==> src/rtl/nearest_centroid_assign_unit_macros.svh <==
// ----------------------------------------------------------------------------
// nearest centroid assign unit - assertion macros
// implication checks on the unit clock, masked while reset is low
// ----------------------------------------------------------------------------
`ifndef NEAREST_CENTROID_ASSIGN_UNIT_MACROS_SVH
`define NEAREST_CENTROID_ASSIGN_UNIT_MACROS_SVH

// same-cycle implication
`define NCAU_ASSERT_IMPL(name, clk, rstn, ante, cons) \
    name: assert property (@(posedge clk) disable iff (!(rstn)) (ante) |-> (cons)) \
        else $error("ncau same-cycle check failed");

// next-cycle implication
`define NCAU_ASSERT_NEXT(name, clk, rstn, ante, cons) \
    name: assert property (@(posedge clk) disable iff (!(rstn)) (ante) |=> (cons)) \
        else $error("ncau next-cycle check failed");

`endif

==> src/rtl/ncau_pkg.sv <==
// ----------------------------------------------------------------------------
// ncau_pkg
// shared types and constants of the nearest centroid assign unit
// ----------------------------------------------------------------------------
`timescale 1ns / 1ps

package ncau_pkg;

    // request opcodes
    typedef enum logic {
        CMD_WRITE    = 1'b0,
        CMD_CLASSIFY = 1'b1
    } ncau_cmd_t;

    // control that travels with a request along the chain
    typedef struct packed {
        logic      valid;
        ncau_cmd_t cmd;
    } ncau_ctrl_t;

    // fixed field widths
    localparam int SLOT_W        = 3;
    localparam int IN_COORD_W    = 16;
    localparam int NUM_IN_COORDS = 4;
    localparam int OUT_IDX_W     = 3;
    localparam int DIST_W        = 34;
    localparam logic [DIST_W-1:0] DIST_MAX = '1;

    // configuration registers
    localparam int CFG_INDEX_W = 1;
    localparam int CFG_DATA_W  = 4;
    localparam int ACTIVE_CENTROIDS_W = 4;
    localparam int ACTIVE_DIMS_W      = 3;
    localparam logic [CFG_INDEX_W-1:0] CFG_ACTIVE_CENTROIDS = 1'b0;
    localparam logic [CFG_INDEX_W-1:0] CFG_ACTIVE_DIMS      = 1'b1;
    localparam logic [ACTIVE_CENTROIDS_W-1:0] ACTIVE_CENTROIDS_RST = 4'd8;
    localparam logic [ACTIVE_DIMS_W-1:0]      ACTIVE_DIMS_RST      = 3'd4;

endpackage

==> src/rtl/ncau_pick.sv <==
// ----------------------------------------------------------------------------
// ncau_pick
// sums one centroid's squared terms, saturates, keeps the nearer candidate
// ----------------------------------------------------------------------------
`timescale 1ns / 1ps

module ncau_pick #(
    parameter int SLOT        = 0,
    parameter int MAX_DIMS    = 4,
    parameter int COORD_WIDTH = 16,
    parameter int IDX_W       = 3,
    parameter int KEFF_W      = 4
) (
    input  logic [KEFF_W-1:0]                        k_eff,
    input  logic [MAX_DIMS-1:0][2*COORD_WIDTH-1:0]   sq_in,
    input  logic [IDX_W-1:0]                         best_idx_in,
    input  logic [ncau_pkg::DIST_W-1:0]              best_dist_in,
    output logic [IDX_W-1:0]                         best_idx_out,
    output logic [ncau_pkg::DIST_W-1:0]              best_dist_out
);
    import ncau_pkg::*;

    localparam int SUM_W = 2 * COORD_WIDTH + $clog2(MAX_DIMS) + 1;
    localparam int CMP_W = (SUM_W > DIST_W) ? SUM_W : DIST_W;
    localparam bit FIRST = (SLOT == 0);

    logic [SUM_W-1:0]  sum;
    logic [DIST_W-1:0] cand_dist;
    logic              take;

    always_comb begin
        sum = '0;
        for (int d = 0; d < MAX_DIMS; d++) begin
            sum = sum + SUM_W'(sq_in[d]);
        end
        // saturate at the result field maximum
        if (CMP_W'(sum) > CMP_W'(DIST_MAX)) begin
            cand_dist = DIST_MAX;
        end else begin
            cand_dist = DIST_W'(sum);
        end
        // strict less-than, so the lower index keeps a tie
        take = FIRST || ((k_eff > KEFF_W'(SLOT)) && (cand_dist < best_dist_in));
        best_idx_out  = take ? IDX_W'(SLOT) : best_idx_in;
        best_dist_out = take ? cand_dist : best_dist_in;
    end

endmodule

==> src/rtl/ncau_cell.sv <==
// ----------------------------------------------------------------------------
// ncau_cell
// one chain cell: holds one centroid, squares against the passing point,
// and settles the compare for the previous cell's centroid
// ----------------------------------------------------------------------------
`timescale 1ns / 1ps

module ncau_cell #(
    parameter int INDEX         = 0,
    parameter int MAX_CENTROIDS = 8,
    parameter int MAX_DIMS      = 4,
    parameter int COORD_WIDTH   = 16,
    parameter int IDX_W         = 3,
    parameter int KEFF_W        = 4,
    parameter int DIMS_W        = 3
) (
    input  logic                                     aclk,
    input  logic                                     aresetn,
    input  logic                                     advance,
    input  logic [KEFF_W-1:0]                        k_eff,
    input  logic [DIMS_W-1:0]                        dims_eff,
    input  ncau_pkg::ncau_ctrl_t                     ctrl_in,
    input  logic [ncau_pkg::SLOT_W-1:0]              slot_in,
    input  logic [MAX_DIMS-1:0][COORD_WIDTH-1:0]     point_in,
    input  logic [MAX_DIMS-1:0][2*COORD_WIDTH-1:0]   sq_in,
    input  logic [IDX_W-1:0]                         best_idx_in,
    input  logic [ncau_pkg::DIST_W-1:0]              best_dist_in,
    output ncau_pkg::ncau_ctrl_t                     ctrl_out,
    output logic [ncau_pkg::SLOT_W-1:0]              slot_out,
    output logic [MAX_DIMS-1:0][COORD_WIDTH-1:0]     point_out,
    output logic [MAX_DIMS-1:0][2*COORD_WIDTH-1:0]   sq_out,
    output logic [IDX_W-1:0]                         best_idx_out,
    output logic [ncau_pkg::DIST_W-1:0]              best_dist_out
);
    import ncau_pkg::*;

    // cell 0 has no earlier centroid, so its compare slot never qualifies
    localparam int PICK_SLOT = (INDEX == 0) ? MAX_CENTROIDS : INDEX - 1;
    localparam logic [31:0] INDEX_U = INDEX;

    logic [MAX_DIMS-1:0][COORD_WIDTH-1:0]   centroid_reg;
    ncau_ctrl_t                             ctrl_reg;
    logic [SLOT_W-1:0]                      slot_reg;
    logic [MAX_DIMS-1:0][COORD_WIDTH-1:0]   point_reg;
    logic [MAX_DIMS-1:0][2*COORD_WIDTH-1:0] sq_reg;
    logic [MAX_DIMS-1:0][2*COORD_WIDTH-1:0] sq_next;
    logic [IDX_W-1:0]                       best_idx_reg;
    logic [IDX_W-1:0]                       best_idx_next;
    logic [DIST_W-1:0]                      best_dist_reg;
    logic [DIST_W-1:0]                      best_dist_next;
    logic signed [COORD_WIDTH:0]            diff [MAX_DIMS];
    logic [COORD_WIDTH:0]                   mag  [MAX_DIMS];
    logic                                   wr_hit;

    assign wr_hit = ctrl_in.valid && (ctrl_in.cmd == CMD_WRITE) && (32'(slot_in) == INDEX_U);

    // squared differences against this cell's centroid
    always_comb begin
        for (int d = 0; d < MAX_DIMS; d++) begin
            diff[d] = $signed({point_in[d][COORD_WIDTH-1], point_in[d]})
                    - $signed({centroid_reg[d][COORD_WIDTH-1], centroid_reg[d]});
            mag[d]  = diff[d][COORD_WIDTH] ? (COORD_WIDTH+1)'(-diff[d])
                                           : (COORD_WIDTH+1)'(diff[d]);
            if (DIMS_W'(d) < dims_eff) begin
                sq_next[d] = mag[d][COORD_WIDTH-1:0] * mag[d][COORD_WIDTH-1:0];
            end else begin
                sq_next[d] = '0;
            end
        end
    end

    ncau_pick #(
        .SLOT        (PICK_SLOT),
        .MAX_DIMS    (MAX_DIMS),
        .COORD_WIDTH (COORD_WIDTH),
        .IDX_W       (IDX_W),
        .KEFF_W      (KEFF_W)
    ) u_pick (
        .k_eff         (k_eff),
        .sq_in         (sq_in),
        .best_idx_in   (best_idx_in),
        .best_dist_in  (best_dist_in),
        .best_idx_out  (best_idx_next),
        .best_dist_out (best_dist_next)
    );

    always_ff @(posedge aclk) begin
        if (!aresetn) begin
            ctrl_reg <= '0;
        end else if (advance) begin
            ctrl_reg <= ctrl_in;
        end
    end

    always_ff @(posedge aclk) begin
        if (advance) begin
            slot_reg      <= slot_in;
            point_reg     <= point_in;
            sq_reg        <= sq_next;
            best_idx_reg  <= best_idx_next;
            best_dist_reg <= best_dist_next;
            if (wr_hit) begin
                centroid_reg <= point_in;
            end
        end
    end

    assign ctrl_out      = ctrl_reg;
    assign slot_out      = slot_reg;
    assign point_out     = point_reg;
    assign sq_out        = sq_reg;
    assign best_idx_out  = best_idx_reg;
    assign best_dist_out = best_dist_reg;

endmodule

==> config.mk <==
export PLATFORM = sky130hd
export DESIGN_NAME = ncau_cell
export DESIGN_NICKNAME = d
export VERILOG_FILES = /design/src/rtl/nearest_centroid_assign_unit_macros.svh /design/src/rtl/ncau_pkg.sv /design/src/rtl/ncau_pick.sv /design/src/rtl/ncau_cell.sv
export SDC_FILE = /design/constraint.sdc
export NUM_CORES = 2
export LEC_CHECK = 0
export ABC_AREA = 1
export BUFFER_PORTS_ARGS = -buffer_cell sky130_fd_sc_hd__clkbuf_2
export CAP_MARGIN = 40
export CORE_UTILIZATION = 50
export DETAILED_ROUTE_END_ITERATION = 8
export HOLD_SLACK_MARGIN = 0.12
export PLACE_DENSITY = 0.7
export REMOVE_ABC_BUFFERS = 1
export SKIP_LAST_GASP = 1
export SLEW_MARGIN = 5
export SYNTH_ARGS = -nofsm -noshare
export SYNTH_HDL_FRONTEND = slang
export SYNTH_SLANG_ARGS = --single-unit
export TNS_END_PERCENT = 30
==> constraint.sdc <==
create_clock -name aclk -period 13.7 [get_ports aclk]
set_input_delay 2.74 -clock aclk [delete_from_list [all_inputs] [get_ports aclk]]
set_output_delay 2.74 -clock aclk [all_outputs]
set_load 0.005 [all_outputs]
==> results.cfg <==
[yosys]
netlist_area_sq_um = 49500
seq_area_frac_synth_pct = 17.8
async_flop_share_pct = 0
synth_cell_type_count = 64
synthCells = 6060
syn_area_per_cell_sq_um = 8.18
ys_ff_latch = 294
synth_flop_cell = edfxtp_1
yosysWarnings = 0
synth_edf_count = 292

[clock_tree]
h-tree-depth = 2
tritoncts = done
numCtsBuffers = 37
post_cts_resized = 0
clkLatencyLatePin_ps = 610
cts.sinks = 294
cts_setup_buffers = 0
clk_pin_slew_ps = 60
cts_root_buf = clkbuf_16
cts_buffer_depth = 3
hold_buffers = 0

[placed_design]
dp_cells = 7763
placed_area_sq_um = 53400
portBuffers = 473
gp_congestion = 0.992
dp_hpwl_um = 111000

[global_routing]
track_usage_pct = 26.9
grt_pass1_wl_um = 214000
antenna_found_initial = 4
grt.overflow.total = 0
grt_pass1_vias = 41900
grt_max_degree = 62

[route]
via_per_inst = 5.17
wl_per_cell_um = 16.7
drcViolationCount = 0
vias = 40500
first_pass_iters = 8
ant_nets = 0
drt_iter0_markers = 2386
wl_um = 131000

[sta]
fin_skew_ps = 19.8
hold_violations = 0
relSlewSlack_pct = 39.7
fmax_ghz = 0.0898
post-route-period-util_pct = 81.3
final_max_slew_viol_count = 0
rsz0062_at_grt = false
finalCriticalPeriod_ps = 11140
fin_setup_tns_ps = 0
setup_viol = 0
worst_pin_slew_ps = 903

[run_status]
status = finished clean

[floorplanning]
die_area_sq_um = 100000
floorplan.initialDensity_pct = 50.4
die_h_um = 317
die_w_um = 317
ios = 478
coreArea_sq_um = 98300
rows = 115

[job]
drv_cap = 0

[critical_path]
crit_type = in -> reg
slowest_stage = fa_1
start_kind = primary input
worstPathRequired_ps = 14060
critPathMaxFanout = 16
max_stage_delay_ps = 550
crit_arrival_ps = 11500
end_kind = register

[final_layout]
fill_cells = 9147
final_core_util_pct = 55.7
final_cell_area_sq_um = 54800
drive_gt1_share_pct = 10.5
nets = 8000
largest_register_ffs = 124
finalNonFillerCells = 7833
syn2layout_area_growth_pct = 10.5

[min_path]
min_path_type = reg -> reg
## layout by cell type (no fill, tap or decap), types with 27 or more instances in the layout
master / netlist / final
o21a_1: 27 / 27
inv_1: 1616 / 1616
o21ai_0: 182 / 182
or2_2: 31 / 31
nor2_1: 611 / 610
xor2_1: 78 / 78
xnor2_1: 41 / 40
buf_4: 13 / 32
o21bai_1: 27 / 27
nand3_1: 172 / 172
ha_1: 542 / 542
nor3_1: 47 / 47
nand4_1: 51 / 51
a21oi_1: 348 / 347
fa_1: 698 / 698
edfxtp_1: 292 / 292
clkbuf_16: 0 / 38
nand2_1: 954 / 954
clkbuf_2: 0 / 472
a31oi_1: 29 / 29
## cells in the mapped netlist, types with 14 or more instances
master,count,area share [%]
nand3_1,172,1.7
nand3b_1,16,0.24
nor2_1,611,4.6
o21a_1,27,0.41
nor2_2,21,0.27
a21oi_1,348,3.5
a31oi_1,29,0.37
nand2_1,954,7.2
o21bai_1,27,0.41
nand4_1,51,0.64
buf_2,41,0.41
a21o_1,15,0.23
xnor2_1,41,0.72
clkbuf_1,37,0.28
fa_1,698,28
edfxtp_1,292,18
inv_1,1616,12
nand2_2,14,0.18
or2_2,31,0.39
inv_2,14,0.11
xor2_1,78,1.4
ha_1,542,14
o21ai_0,182,1.8
nor3_1,47,0.47
## metrics by stage
| stage | hold WS, ps | worst slack [ps] |
|---|---|---|
| final | 484 | 2560 |
| after global routing | 501 | 1840 |
| after CTS | 482 | 2550 |
| after detailed placement | 473 | 1900 |
| after global placement | 469 | 2000 |
| after floorplan | 464 | 3290 |
## final cells by class
cell class	count	area, sq um	area share (%)
multi-input cells	4041	34200	62.4
well taps	1287	1610	2.94
diodes	1	2.50	0.00457
flip-flops and latches	294	8810	16.1
clock buffers	45	997	1.82
repair buffers	508	2660	4.86
inverters	1634	6140	11.2
clock inverters	23	380	0.695
## path summary, 6_finish.rpt
kind            endpoint  slack (ps)  cells after the start             from
max           sq_out[55]        2560                     36     point_in[16]
min          ctrl_out[1]         480                      2      ctrl_out[1]
max reg2reg   sq_out[27]        4530                     30  centroid_reg[0]
min reg2reg  ctrl_out[1]         480                      2      ctrl_out[1]
## kinds of logic (layout without fill, tap and decap cells)
family | count (synthesis) | in the layout | synth area share, %
AO/OA/AOI/OAI | 700 | 700 | 7.88
AND/OR/NAND/NOR | 1963 | 1963 | 16.5
other | 1 | 5 | 0.00757
adder cells (fa/ha/maj) | 1240 | 1240 | 41.9
XOR/XNOR | 133 | 133 | 2.61
multiplexers | 1 | 1 | 0.0202
flip-flops | 294 | 294 | 17.8
buffers and inverters | 1728 | 2210 | 13.3
## metal layers
layer | vias to the layer above | track usage (%) | wire [um]
li1 | 19500 | - | -
met1 | 19500 | 34.3 | 54400
met2 | 1279 | 46.4 | 63800
met3 | 224 | 4.11 | 7870
met4 | 2 | 9.69 | 4880
met5 | - | 0 | 13
## critical path: cells and delay by family
kind            cells  cell delay (ps)
compound gates      6             1680
simple gates       13             2280
fa+ha+maj           9             3920
buf+inv             8              880
Power is not shown: default switching activity piles up to over one toggle a cycle in this logic, so the estimate is an artifact.
