--- config.mk ---
export PLATFORM = sky130hd
export DESIGN_NAME = ncau_pick
export DESIGN_NICKNAME = d
export VERILOG_FILES = /design/src/rtl/nearest_centroid_assign_unit_macros.svh /design/src/rtl/ncau_pkg.sv /design/src/rtl/ncau_pick.sv
export SDC_FILE = /design/constraint.sdc
export NUM_CORES = 1
export LEC_CHECK = 0
export BUFFER_PORTS_ARGS = -buffer_cell sky130_fd_sc_hd__buf_2
export CAP_MARGIN = 40
export CORE_UTILIZATION = 40
export DETAILED_ROUTE_END_ITERATION = 6
export PLACE_DENSITY_LB_ADDON = 0.08
export SYNTH_ARGS = -nofsm -noshare
export SYNTH_HDL_FRONTEND = slang
export SYNTH_SLANG_ARGS = --single-unit
--- constraint.sdc ---
create_clock -name vclk -period 4.5
set_input_delay 0.9 -clock vclk [all_inputs]
set_output_delay 0.9 -clock vclk [all_outputs]
set_load 0.01 [all_outputs]
--- src/rtl/nearest_centroid_assign_unit_macros.svh ---
// ----------------------------------------------------------------------------
// nearest centroid assign unit - assertion macros
// implication checks on the unit clock, masked while reset is low
// ----------------------------------------------------------------------------
`ifndef NEAREST_CENTROID_ASSIGN_UNIT_MACROS_SVH
`define NEAREST_CENTROID_ASSIGN_UNIT_MACROS_SVH

// same-cycle implication
`define NCAU_ASSERT_IMPL(name, clk, rstn, ante, cons) \
    name: assert property (@(posedge clk) disable iff (!(rstn)) (ante) |-> (cons)) \
        else $error("ncau same-cycle check failed");

// next-cycle implication
`define NCAU_ASSERT_NEXT(name, clk, rstn, ante, cons) \
    name: assert property (@(posedge clk) disable iff (!(rstn)) (ante) |=> (cons)) \
        else $error("ncau next-cycle check failed");

`endif

--- src/rtl/ncau_pkg.sv ---
// ----------------------------------------------------------------------------
// ncau_pkg
// shared types and constants of the nearest centroid assign unit
// ----------------------------------------------------------------------------
`timescale 1ns / 1ps

package ncau_pkg;

    // request opcodes
    typedef enum logic {
        CMD_WRITE    = 1'b0,
        CMD_CLASSIFY = 1'b1
    } ncau_cmd_t;

    // control that travels with a request along the chain
    typedef struct packed {
        logic      valid;
        ncau_cmd_t cmd;
    } ncau_ctrl_t;

    // fixed field widths
    localparam int SLOT_W        = 3;
    localparam int IN_COORD_W    = 16;
    localparam int NUM_IN_COORDS = 4;
    localparam int OUT_IDX_W     = 3;
    localparam int DIST_W        = 34;
    localparam logic [DIST_W-1:0] DIST_MAX = '1;

    // configuration registers
    localparam int CFG_INDEX_W = 1;
    localparam int CFG_DATA_W  = 4;
    localparam int ACTIVE_CENTROIDS_W = 4;
    localparam int ACTIVE_DIMS_W      = 3;
    localparam logic [CFG_INDEX_W-1:0] CFG_ACTIVE_CENTROIDS = 1'b0;
    localparam logic [CFG_INDEX_W-1:0] CFG_ACTIVE_DIMS      = 1'b1;
    localparam logic [ACTIVE_CENTROIDS_W-1:0] ACTIVE_CENTROIDS_RST = 4'd8;
    localparam logic [ACTIVE_DIMS_W-1:0]      ACTIVE_DIMS_RST      = 3'd4;

endpackage

--- src/rtl/ncau_pick.sv ---
// ----------------------------------------------------------------------------
// ncau_pick
// sums one centroid's squared terms, saturates, keeps the nearer candidate
// ----------------------------------------------------------------------------
`timescale 1ns / 1ps

module ncau_pick #(
    parameter int SLOT        = 0,
    parameter int MAX_DIMS    = 4,
    parameter int COORD_WIDTH = 16,
    parameter int IDX_W       = 3,
    parameter int KEFF_W      = 4
) (
    input  logic [KEFF_W-1:0]                        k_eff,
    input  logic [MAX_DIMS-1:0][2*COORD_WIDTH-1:0]   sq_in,
    input  logic [IDX_W-1:0]                         best_idx_in,
    input  logic [ncau_pkg::DIST_W-1:0]              best_dist_in,
    output logic [IDX_W-1:0]                         best_idx_out,
    output logic [ncau_pkg::DIST_W-1:0]              best_dist_out
);
    import ncau_pkg::*;

    localparam int SUM_W = 2 * COORD_WIDTH + $clog2(MAX_DIMS) + 1;
    localparam int CMP_W = (SUM_W > DIST_W) ? SUM_W : DIST_W;
    localparam bit FIRST = (SLOT == 0);

    logic [SUM_W-1:0]  sum;
    logic [DIST_W-1:0] cand_dist;
    logic              take;

    always_comb begin
        sum = '0;
        for (int d = 0; d < MAX_DIMS; d++) begin
            sum = sum + SUM_W'(sq_in[d]);
        end
        // saturate at the result field maximum
        if (CMP_W'(sum) > CMP_W'(DIST_MAX)) begin
            cand_dist = DIST_MAX;
        end else begin
            cand_dist = DIST_W'(sum);
        end
        // strict less-than, so the lower index keeps a tie
        take = FIRST || ((k_eff > KEFF_W'(SLOT)) && (cand_dist < best_dist_in));
        best_idx_out  = take ? IDX_W'(SLOT) : best_idx_in;
        best_dist_out = take ? cand_dist : best_dist_in;
    end

endmodule

==> flow_summary_export.csv, run 1 <==
group,metric,value,unit
layout,nets,996,
logic_synthesis,ys_seq_area_share,0,%
global_routing,grt_usage,19.76,%
global_routing,grt_pass1_wl,16420,µm
worst_setup_path,critical_path.max_fanout,3,
pwr,peakVddDrop,0.2798,mV
pwr,p_per_area,451.4,mW/mm²
floorplan,core,0.008891,mm²
drt,routed.top_layer,"met4",
floorplan,io_pins,206,
worst_setup_path,cp.required,3.60,ns
logic_synthesis,synth_top_family_by_area,"adder cells",
global_routing,overflow,0,
logic_synthesis,muxShareOfSynthArea,0,%
place,hpwl,8150,µm
layout,seq_cells,0,
logic_synthesis,syn-cell-area,0.003735,mm²
min_path,min_path_type,"primary input to primary output",
worst_setup_path,path_cells,"buf_6, inv_2, fa_1, fa_1, buf_6, inv_4, ha_4, a211oi_4, o211ai_2, nand2_2, a21oi_4, a311oi_2, or3_1, a221o_1, buf_2",
drt,drtIter0Drc,80,
drt,wirelength_met1,4071,µm
logic_synthesis,ys_warn_count,0,
floorplan,dieWidth,98.63,µm
run,cap_violations,0,
drt,antenna_left,0,
logic_synthesis,synth_most_common_cell,"inv_1",
layout,fin_util,65.06,%
timing,setup_ws,-0.4135,ns
drt,drc_errors,0,
worst_setup_path,critical_path_buf_inv_count,5,
place,place.port_buffers,162,
timing,min_period_over_period,109.2,%
floorplan,die_area,0.009728,mm²
worst_setup_path,cp_num_cells,15,
worst_setup_path,cp-end-kind,"primary output",
logic_synthesis,syn_avg_cell_area,7.515,µm²
logic_synthesis,synth_cell_types,53,
layout,drive_gt1_share,44.37,%
layout,final_cells,836,
worst_setup_path,crit_family,"adder cells",
drt,vias,3891,
global_routing,grt_pass1_vias,3896,
timing,min_period,4.913,ns
logic_synthesis,synthTopCellsByArea,"fa_1 34%, inv_1 19%, ha_1 11%",
timing,fmax,203.5,MHz
logic_synthesis,ys_top_cells_by_count,"187 x inv_1, 64 x fa_1, 33 x ha_1, 27 x a21oi_1, 21 x nand2_1",
drt,routed_wl,9521,µm
layout,multiInputGateArea,0.003431,mm²
layout,syn_to_final_growth,54.87,%
global_routing,antenna_found_initial,0,
drt,wl_met2,5038,µm
logic_synthesis,synth_xor_area_share,6.332,%
global_routing,grt_max_degree,10,
timing,maxSlewViolCount,0,
floorplan,die_h,98.63,µm
drt,viasPerCell,4.654,
place,dp.cells,827,
place,gp_congestion,0.8856,
timing,hold_viol,0,
timing,rsz0062_at_grt,"true",
worst_setup_path,cp-start-kind,"primary input",
logic_synthesis,yosys.area.top_type_share,34.30,%
worst_setup_path,critPathSlowestCell,"fa_1",
logic_synthesis,synth_top_area_cell,"fa_1",
logic_synthesis,synth-compound-area-share,17.76,%
worst_setup_path,critPathMaxStageDelay,0.56,ns
drt,wl_met3,332,µm
floorplan,row_count,34,
layout,regArea,0,µm²
min_path,hold_depth,3,
logic_synthesis,synth-simple-area-share,9.380,%
logic_synthesis,postSynthCellCount,497,
floorplan,initial_utilization,42.01,%
drt,drtPass1Iterations,4,
layout,clock_buffers,0,
run_status,violations,"setup timing",
timing,fin_setup_tns,-5.106,ns
drt,wl_per_cell,11.39,µm
logic_synthesis,synth_fa_ha_area_share,45.36,%
layout,fill_cells,799,
worst_setup_path,cp.arrival,4.01,ns
layout,insertedDiodeCount,0,
run_status,status,"finished with violations",
timing,setup_viol,21,
worst_setup_path,critPathKind,"primary input to primary output",
pwr,leakage,3.292,nW
==> cell families (layout without fill, tap and decap cells) <==
kind of cell / Yosys count / count (layout)
other: 1 / 3
AOI/OAI and AO/OA: 98 / 98
and+or+nand+nor: 70 / 70
adders and majority gates: 97 / 97
xor gates and xnor gates: 27 / 27
buffers and inverters: 204 / 433
==> timing repair <==
action,CTS,global route
endpoints found under the setup margin,27,25
hold buffers,0,0
gates resized for setup,61,16
pin swaps,54,11
setup buffers,8,5
==> worst min-delay path, stage by stage <==
cell	delay, ns
buf_2	0.08
ha_1	0.12
buf_2	0.12
==> cell usage in the layout (no fill, tap or decap), drive strengths merged, types with 2 or more instances in the layout <==
| cell type | n |
|---|---|
| nand2b | 2 |
| o21a | 5 |
| nor4 | 2 |
| a311oi | 2 |
| inv | 187 |
| nand2 | 22 |
| or3 | 5 |
| fa | 64 |
| nand4 | 8 |
| a21oi | 30 |
| ha | 33 |
| o211ai | 2 |
| o21bai | 4 |
| a2111oi | 2 |
| and3 | 2 |
| conb | 3 |
| xnor2 | 16 |
| a41oi | 3 |
| nand3 | 7 |
| buf | 246 |
| a32oi | 2 |
| a211oi | 2 |
| a21o | 10 |
| o221ai | 2 |
| o21ai | 21 |
| nor2 | 13 |
| a31oi | 6 |
| nor3 | 3 |
| xor2 | 11 |
==> metal layers <==
| metal | vias up | global-route usage, % |
|---|---|---|
| met5 | - | 0 |
| met2 | 107 | 38.24 |
| met4 | 0 | 1.952 |
| met1 | 1812 | 25.17 |
| li1 | 1965 | - |
| met3 | 7 | 0.7092 |
==> report_power, final <==
part / switching, mW / internal, mW / leakage (nW)
clock network: 0 / 0 / 0
registers: 0 / 0 / 0
logic: 1.31 / 1.30 / 3.29
total: 1.31 / 1.30 / 3.29
==> worst paths after layout <==
check / startpoint / end / slack [ns]
setup / recovery: sq_in[66] / best_dist_out[30] / -0.41
hold / removal: sq_in[96] / best_dist_out[0] / 2.12
==> final cells by class <==
cell class	count	share of cell area, %
multi-input cells	295	59.31
well taps	108	2.336
inverters	187	12.44
repair buffers	246	25.91
==> per-stage QoR <==
step | worst slack [ns] | hold WS (ns) | power [mW] | area [µm²]
global placement | -0.5521 | 2.117 | 2.216 | 5325
detailed placement | -0.5664 | 2.119 | 2.244 | 5325
global route | -0.6242 | 2.136 | 2.849 | 5784
CTS | -0.4564 | 2.122 | 2.533 | 5699
finish | -0.4135 | 2.118 | 2.611 | 5784
floorplan | -0.07780 | 2.034 | 1.366 | 3926
(Power assumes the default switching activity.)
==> run 2, diff against run 1 <==
--- a/config.mk
+++ b/config.mk
@@ -10,6 +10,7 @@
 export CORE_UTILIZATION = 40
 export DETAILED_ROUTE_END_ITERATION = 6
 export PLACE_DENSITY_LB_ADDON = 0.08
+export SKIP_LAST_GASP = 1
 export SYNTH_ARGS = -nofsm -noshare
 export SYNTH_HDL_FRONTEND = slang
 export SYNTH_SLANG_ARGS = --single-unit
==> run 2 against run 1 <==
The flow still finishes with violations (setup timing). Setup slack about the same. Critical path depth unchanged. Non-clock buffer count unchanged. Via count down 0.18%. Hold slack unchanged. Clock-buffer cell count unchanged. Cell count unchanged. Wire length about the same. First-iteration DRC count down 1.3%. Cell area about the same. Combinational power about the same. Largest cell class unchanged. Highest routed layer unchanged.
==> flow_summary_export.csv, run 2 (synthesized netlist as in run 1, its figures left out) <==
group,metric,value,unit
floorplan,initial_utilization,42.01,%
place,place_area,0.005325,mm²
drt,wirelength_met1,4073,µm
floorplan,row_count,34,
layout,nets,996,
layout,clock_buffers,0,
layout,regArea,0,µm²
timing,min_period,4.913,ns
worst_setup_path,critical_path_buf_inv_count,5,
drt,viasPerCell,4.646,
pwr,p_per_area,451.0,mW/mm²
timing,setup_viol,21,
pwr,switchingPower,1.307,mW
timing,maxSlewViolCount,0,
layout,fin_area,0.005781,mm²
timing,fmax,203.5,MHz
place,dp.cells,827,
min_path,hold_start,"sq_in[96]",
layout,syn_to_final_growth,54.77,%
global_routing,grt_max_degree,10,
run,cap_violations,0,
worst_setup_path,cp.arrival,4.01,ns
layout,fin_util,65.02,%
worst_setup_path,cp-start-kind,"primary input",
drt,wl_met2,5029,µm
run_status,violations,"setup timing",
floorplan,die_h,98.63,µm
min_path,min_path_type,"primary input to primary output",
layout,multiInputGateArea,0.003431,mm²
worst_setup_path,critPathKind,"primary input to primary output",
floorplan,io_pins,206,
place,place.port_buffers,162,
layout,final_common_cell,"inv_1",
global_routing,antenna_found_initial,0,
worst_setup_path,critical_path.max_fanout,3,
min_path,holdPathEnd,"best_dist_out[0]",
pwr,internal_power,1.300,mW
min_path,hold_depth,3,
timing,hold_viol,0,
layout,final_cells,836,
layout,drive_gt1_share,44.37,%
layout,insertedDiodeCount,0,
layout,final_cell_mix,"178 x inv_1, 157 x buf_2, 78 x buf_4",
drt,vias,3884,
pwr,leakage,3.291,nW
timing,min_period_over_period,109.2,%
drt,wl_per_cell,11.39,µm
drt,drc_errors,0,
place,hpwl,8150,µm
drt,drtIter0Drc,79,
worst_setup_path,critPathSlowestCell,"fa_1",
worst_setup_path,cp-end-kind,"primary output",
floorplan,core,0.008891,mm²
worst_setup_path,crit_family,"adder cells",
drt,drtPass1Iterations,4,
drt,routed.top_layer,"met4",
pwr,pwr-share-seq,0,%
worst_setup_path,critPathMaxStageDelay,0.56,ns
global_routing,grt_pass1_wl,16420,µm
layout,seq_cells,0,
worst_setup_path,cp.required,3.60,ns
pwr,comb_power_share,100.0,%
global_routing,grt_pass1_vias,3896,
drt,antenna_left,0,
place,gp_congestion,0.8856,
clock_network,hold_buffers,0,
pwr,clkPwrFrac,0,%
floorplan,dieWidth,98.63,µm
timing,setup_ws,-0.4133,ns
run_status,status,"finished with violations",
worst_setup_path,path_cells,"buf_6, inv_2, fa_1, fa_1, buf_6, inv_4, ha_4, a211oi_4, o211ai_2, nand2_2, a21oi_4, a311oi_2, or3_1, a221o_1, buf_2",
worst_setup_path,cp_num_cells,15,
drt,wl_met3,337,µm
layout,fill_cells,799,
global_routing,grt_usage,19.76,%
global_routing,overflow,0,
pwr,swShare,50.12,%
drt,routed_wl,9518,µm
floorplan,die_area,0.009728,mm²
timing,rsz0062_at_grt,"true",
pwr,peakVddDrop,0.2797,mV
run 2: metrics by stage:
stage          worst slack (ns)  total power [mW]  TNS, ns  hold WS (ns)
2_1_floorplan          -0.07780             1.366  -0.3256         2.034
3_3_place_gp            -0.5521             2.216   -8.024         2.117
3_5_place_dp            -0.5664             2.244   -8.745         2.119
4_1_cts                 -0.4564             2.533   -6.238         2.122
5_1_grt                 -0.6411             2.846   -9.247         2.136
6_report                -0.4133             2.607   -5.136         2.118
run 2: metal layers:
metal	up-vias	GRT usage (%)
met3	7	0.7092
met2	107	38.24
li1	1965	-
met4	0	1.952
met1	1805	25.17
met5	-	0
run 2: what timing repair did:
action | in CTS | in global routing
setup buffers | 8 | 5
endpoints found under the setup margin | 27 | 25
pin swaps | 54 | 10
hold endpoints to repair | 0 | 0
gates resized for setup | 61 | 15
run 2: how the worst max path moves through the flow:
| stage | slack [ns] | startpoint | endpoint |
|---|---|---|---|
| final | -0.41 | sq_in[66] | best_dist_out[30] |
| after global routing | -0.64 | sq_in[50] | best_dist_out[31] |
| after CTS | -0.46 | sq_in[33] | best_dist_out[25] |
| after detailed placement | -0.57 | sq_in[65] | best_dist_out[31] |
| after global placement | -0.55 | sq_in[65] | best_dist_out[31] |
| after floorplan | -0.08 | sq_in[65] | best_dist_out[29] |
run 2: area by class of cell:
class | count | share of cell area, %
inverter | 187 | 12.45
multi-input combinational | 295 | 59.35
tap | 108 | 2.338
timing repair buffer | 246 | 25.87
run 2: power groups by stage:
stage	Clock [mW]	Sequential, mW	Combinational, mW
6_report	0	0	2.61
5_1_grt	0	0	2.85
4_1_cts	0	0	2.53
3_5_place_dp	0	0	2.24
3_3_place_gp	0	0	2.22
2_1_floorplan	0	0	1.37
==> run 3, diff against run 2 <==
--- a/config.mk
+++ b/config.mk
@@ -7,6 +7,7 @@
 export LEC_CHECK = 0
 export BUFFER_PORTS_ARGS = -buffer_cell sky130_fd_sc_hd__buf_2
 export CAP_MARGIN = 40
+export CORE_MARGIN = 2
 export CORE_UTILIZATION = 40
 export DETAILED_ROUTE_END_ITERATION = 6
 export PLACE_DENSITY_LB_ADDON = 0.08
==> run 3 against run 2 <==
Clock-buffer cell count is the same. Combinational power grew 8.8%. Core utilization grew 2.2 points. Power grew 9.0%. The flow still finishes with violations (setup timing). Largest cell class unchanged. Cell area grew 6.5%. First-iteration DRC count shrank 30%. Critical endpoint unchanged. Setup slack lost 0.058 ns. Fmax shrank 1.2%. Die area grew 4.1%.
==> flow_summary_export.csv, run 3 (synthesized netlist as in run 1, its figures left out) <==
group,metric,value,unit
floorplan,initial_utilization,40.81,%
worst_setup_path,cp.required,3.60,ns
worst_setup_path,critPathKind,"primary input to primary output",
place,gp_congestion,0.8787,
floorplan,die_h,100.6,µm
pwr,leakage,3.397,nW
worst_setup_path,cp-end-kind,"primary output",
global_routing,grt_usage,18.46,%
drt,drtPass1Iterations,4,
layout,syn_to_final_growth,64.79,%
drt,wl_per_cell,11.54,µm
global_routing,grt_pass1_wl,15760,µm
pwr,internal_power,1.446,mW
pwr,swShare,49.11,%
pwr,finalPower,2.842,mW
pwr,p_per_area,461.7,mW/mm²
run,cap_violations,0,
timing,hold_viol,0,
drt,vias,3992,
run_status,violations,"setup timing",
global_routing,grt_max_degree,10,
global_routing,overflow,0,
timing,setup_viol,25,
layout,final_common_cell,"inv_1",
layout,regArea,0,µm²
run_status,status,"finished with violations",
layout,final_cell_mix,"167 x inv_1, 155 x buf_2, 88 x buf_4",
worst_setup_path,critPathSlowestCell,"fa_1",
timing,maxSlewViolCount,0,
layout,clock_buffers,0,
worst_setup_path,cp.arrival,4.07,ns
pwr,comb_power_share,100.0,%
min_path,min_path_type,"primary input to primary output",
layout,seq_cells,0,
place,place_area,0.005359,mm²
pwr,pwr-share-seq,0,%
layout,drive_gt1_share,49.39,%
drt,antenna_left,0,
floorplan,core,0.009153,mm²
worst_setup_path,path_cells,"buf_6, inv_2, fa_1, inv_2, fa_1, ha_4, o211ai_1, o211ai_2, nand2_2, a21oi_4, a311oi_4, or3_1, a221o_1, buf_2",
pwr,clkPwrFrac,0,%
global_routing,grt_pass1_vias,3925,
global_routing,antenna_found_initial,1,
drt,routed_wl,9868,µm
timing,setup_ws,-0.4716,ns
worst_setup_path,cp-start-kind,"primary input",
place,place.port_buffers,162,
drt,viasPerCell,4.669,
drt,drc_errors,0,
place,hpwl,8244,µm
floorplan,row_count,35,
floorplan,die_area,0.01013,mm²
timing,min_period,4.972,ns
floorplan,io_pins,206,
timing,rsz0062_at_grt,"true",
pwr,switchingPower,1.396,mW
layout,fin_area,0.006155,mm²
layout,fin_util,67.25,%
floorplan,dieWidth,100.6,µm
timing,worst_hold_slack,2.121,ns
worst_setup_path,critical_path.max_fanout,3,
timing,fmax,201.1,MHz
timing,min_period_over_period,110.5,%
worst_setup_path,critPathMaxStageDelay,0.54,ns
clock_network,hold_buffers,0,
layout,nets,1011,
pwr,peakVddDrop,0.2795,mV
drt,drtIter0Drc,55,
[run 3: cell count changes in the layout (fill, tap and decap cells not counted), moves of 5 or more]
cell | previous run | this run
inv_2 | 6 | 17
a21oi_1 | 21 | 16
buf_4 | 78 | 88
ha_1 | 18 | 13
inv_1 | 178 | 167
buf_6 | 11 | 17
ha_4 | 12 | 18
[run 3: worst max-delay path: cells and delay by family]
family          cells  cell delay (ns)
compound gates      5             1.09
simple gates        2             0.44
buf+inv             4             0.28
fa+ha+maj           3             1.37
[run 3: final cells by class]
class | instances | area, µm²
fill | 780 | 2998
antenna | 1 | 2.502
tap | 111 | 138.9
multi-input combinational | 295 | 3651
timing repair buffer | 261 | 1643
inverter | 187 | 719.4
[run 3: metrics by stage]
stage	std cells	setup WS, ns	setup TNS, ns
floorplan	499	-0.07780	-0.3256
global placement	834	-0.5628	-7.570
detailed placement	834	-0.5796	-8.201
CTS	844	-0.4502	-5.893
global route	855	-0.5857	-10.53
finish	855	-0.4716	-7.191
[run 3: timing repair]
action	CTS	global route
setup buffers	11	11
setup endpoints to repair	24	27
hold endpoints to repair	0	0
resized for setup	75	53
pin swaps	46	52
[run 3: path summary, 6_finish.rpt]
| kind | start | to | slack [ns] | cells after the start |
|---|---|---|---|---|
| worst max-delay path | sq_in[5] | best_dist_out[30] | -0.47 | 14 |
| worst min-delay path | sq_in[96] | best_dist_out[0] | 2.12 | 3 |
[run 3: power groups by stage]
stage                     Combinational (mW)    Clock (mW)  Sequential [mW]
after global placement                  2.25             0                0
after global routing                    3.09  0.0000000297                0
after floorplan                         1.37             0                0
final                                   2.84  0.0000000298                0
after CTS                               2.61             0                0
after detailed placement                2.27             0                0
[run 3: per-layer routing]
metal	vias up	track usage (%)	part of all wire [%]
li1	2004	-	-
met3	8	0.6935	3.7
met4	0	3.056	1.0
met5	-	0	0
met2	108	36.56	55
met1	1872	22.17	41
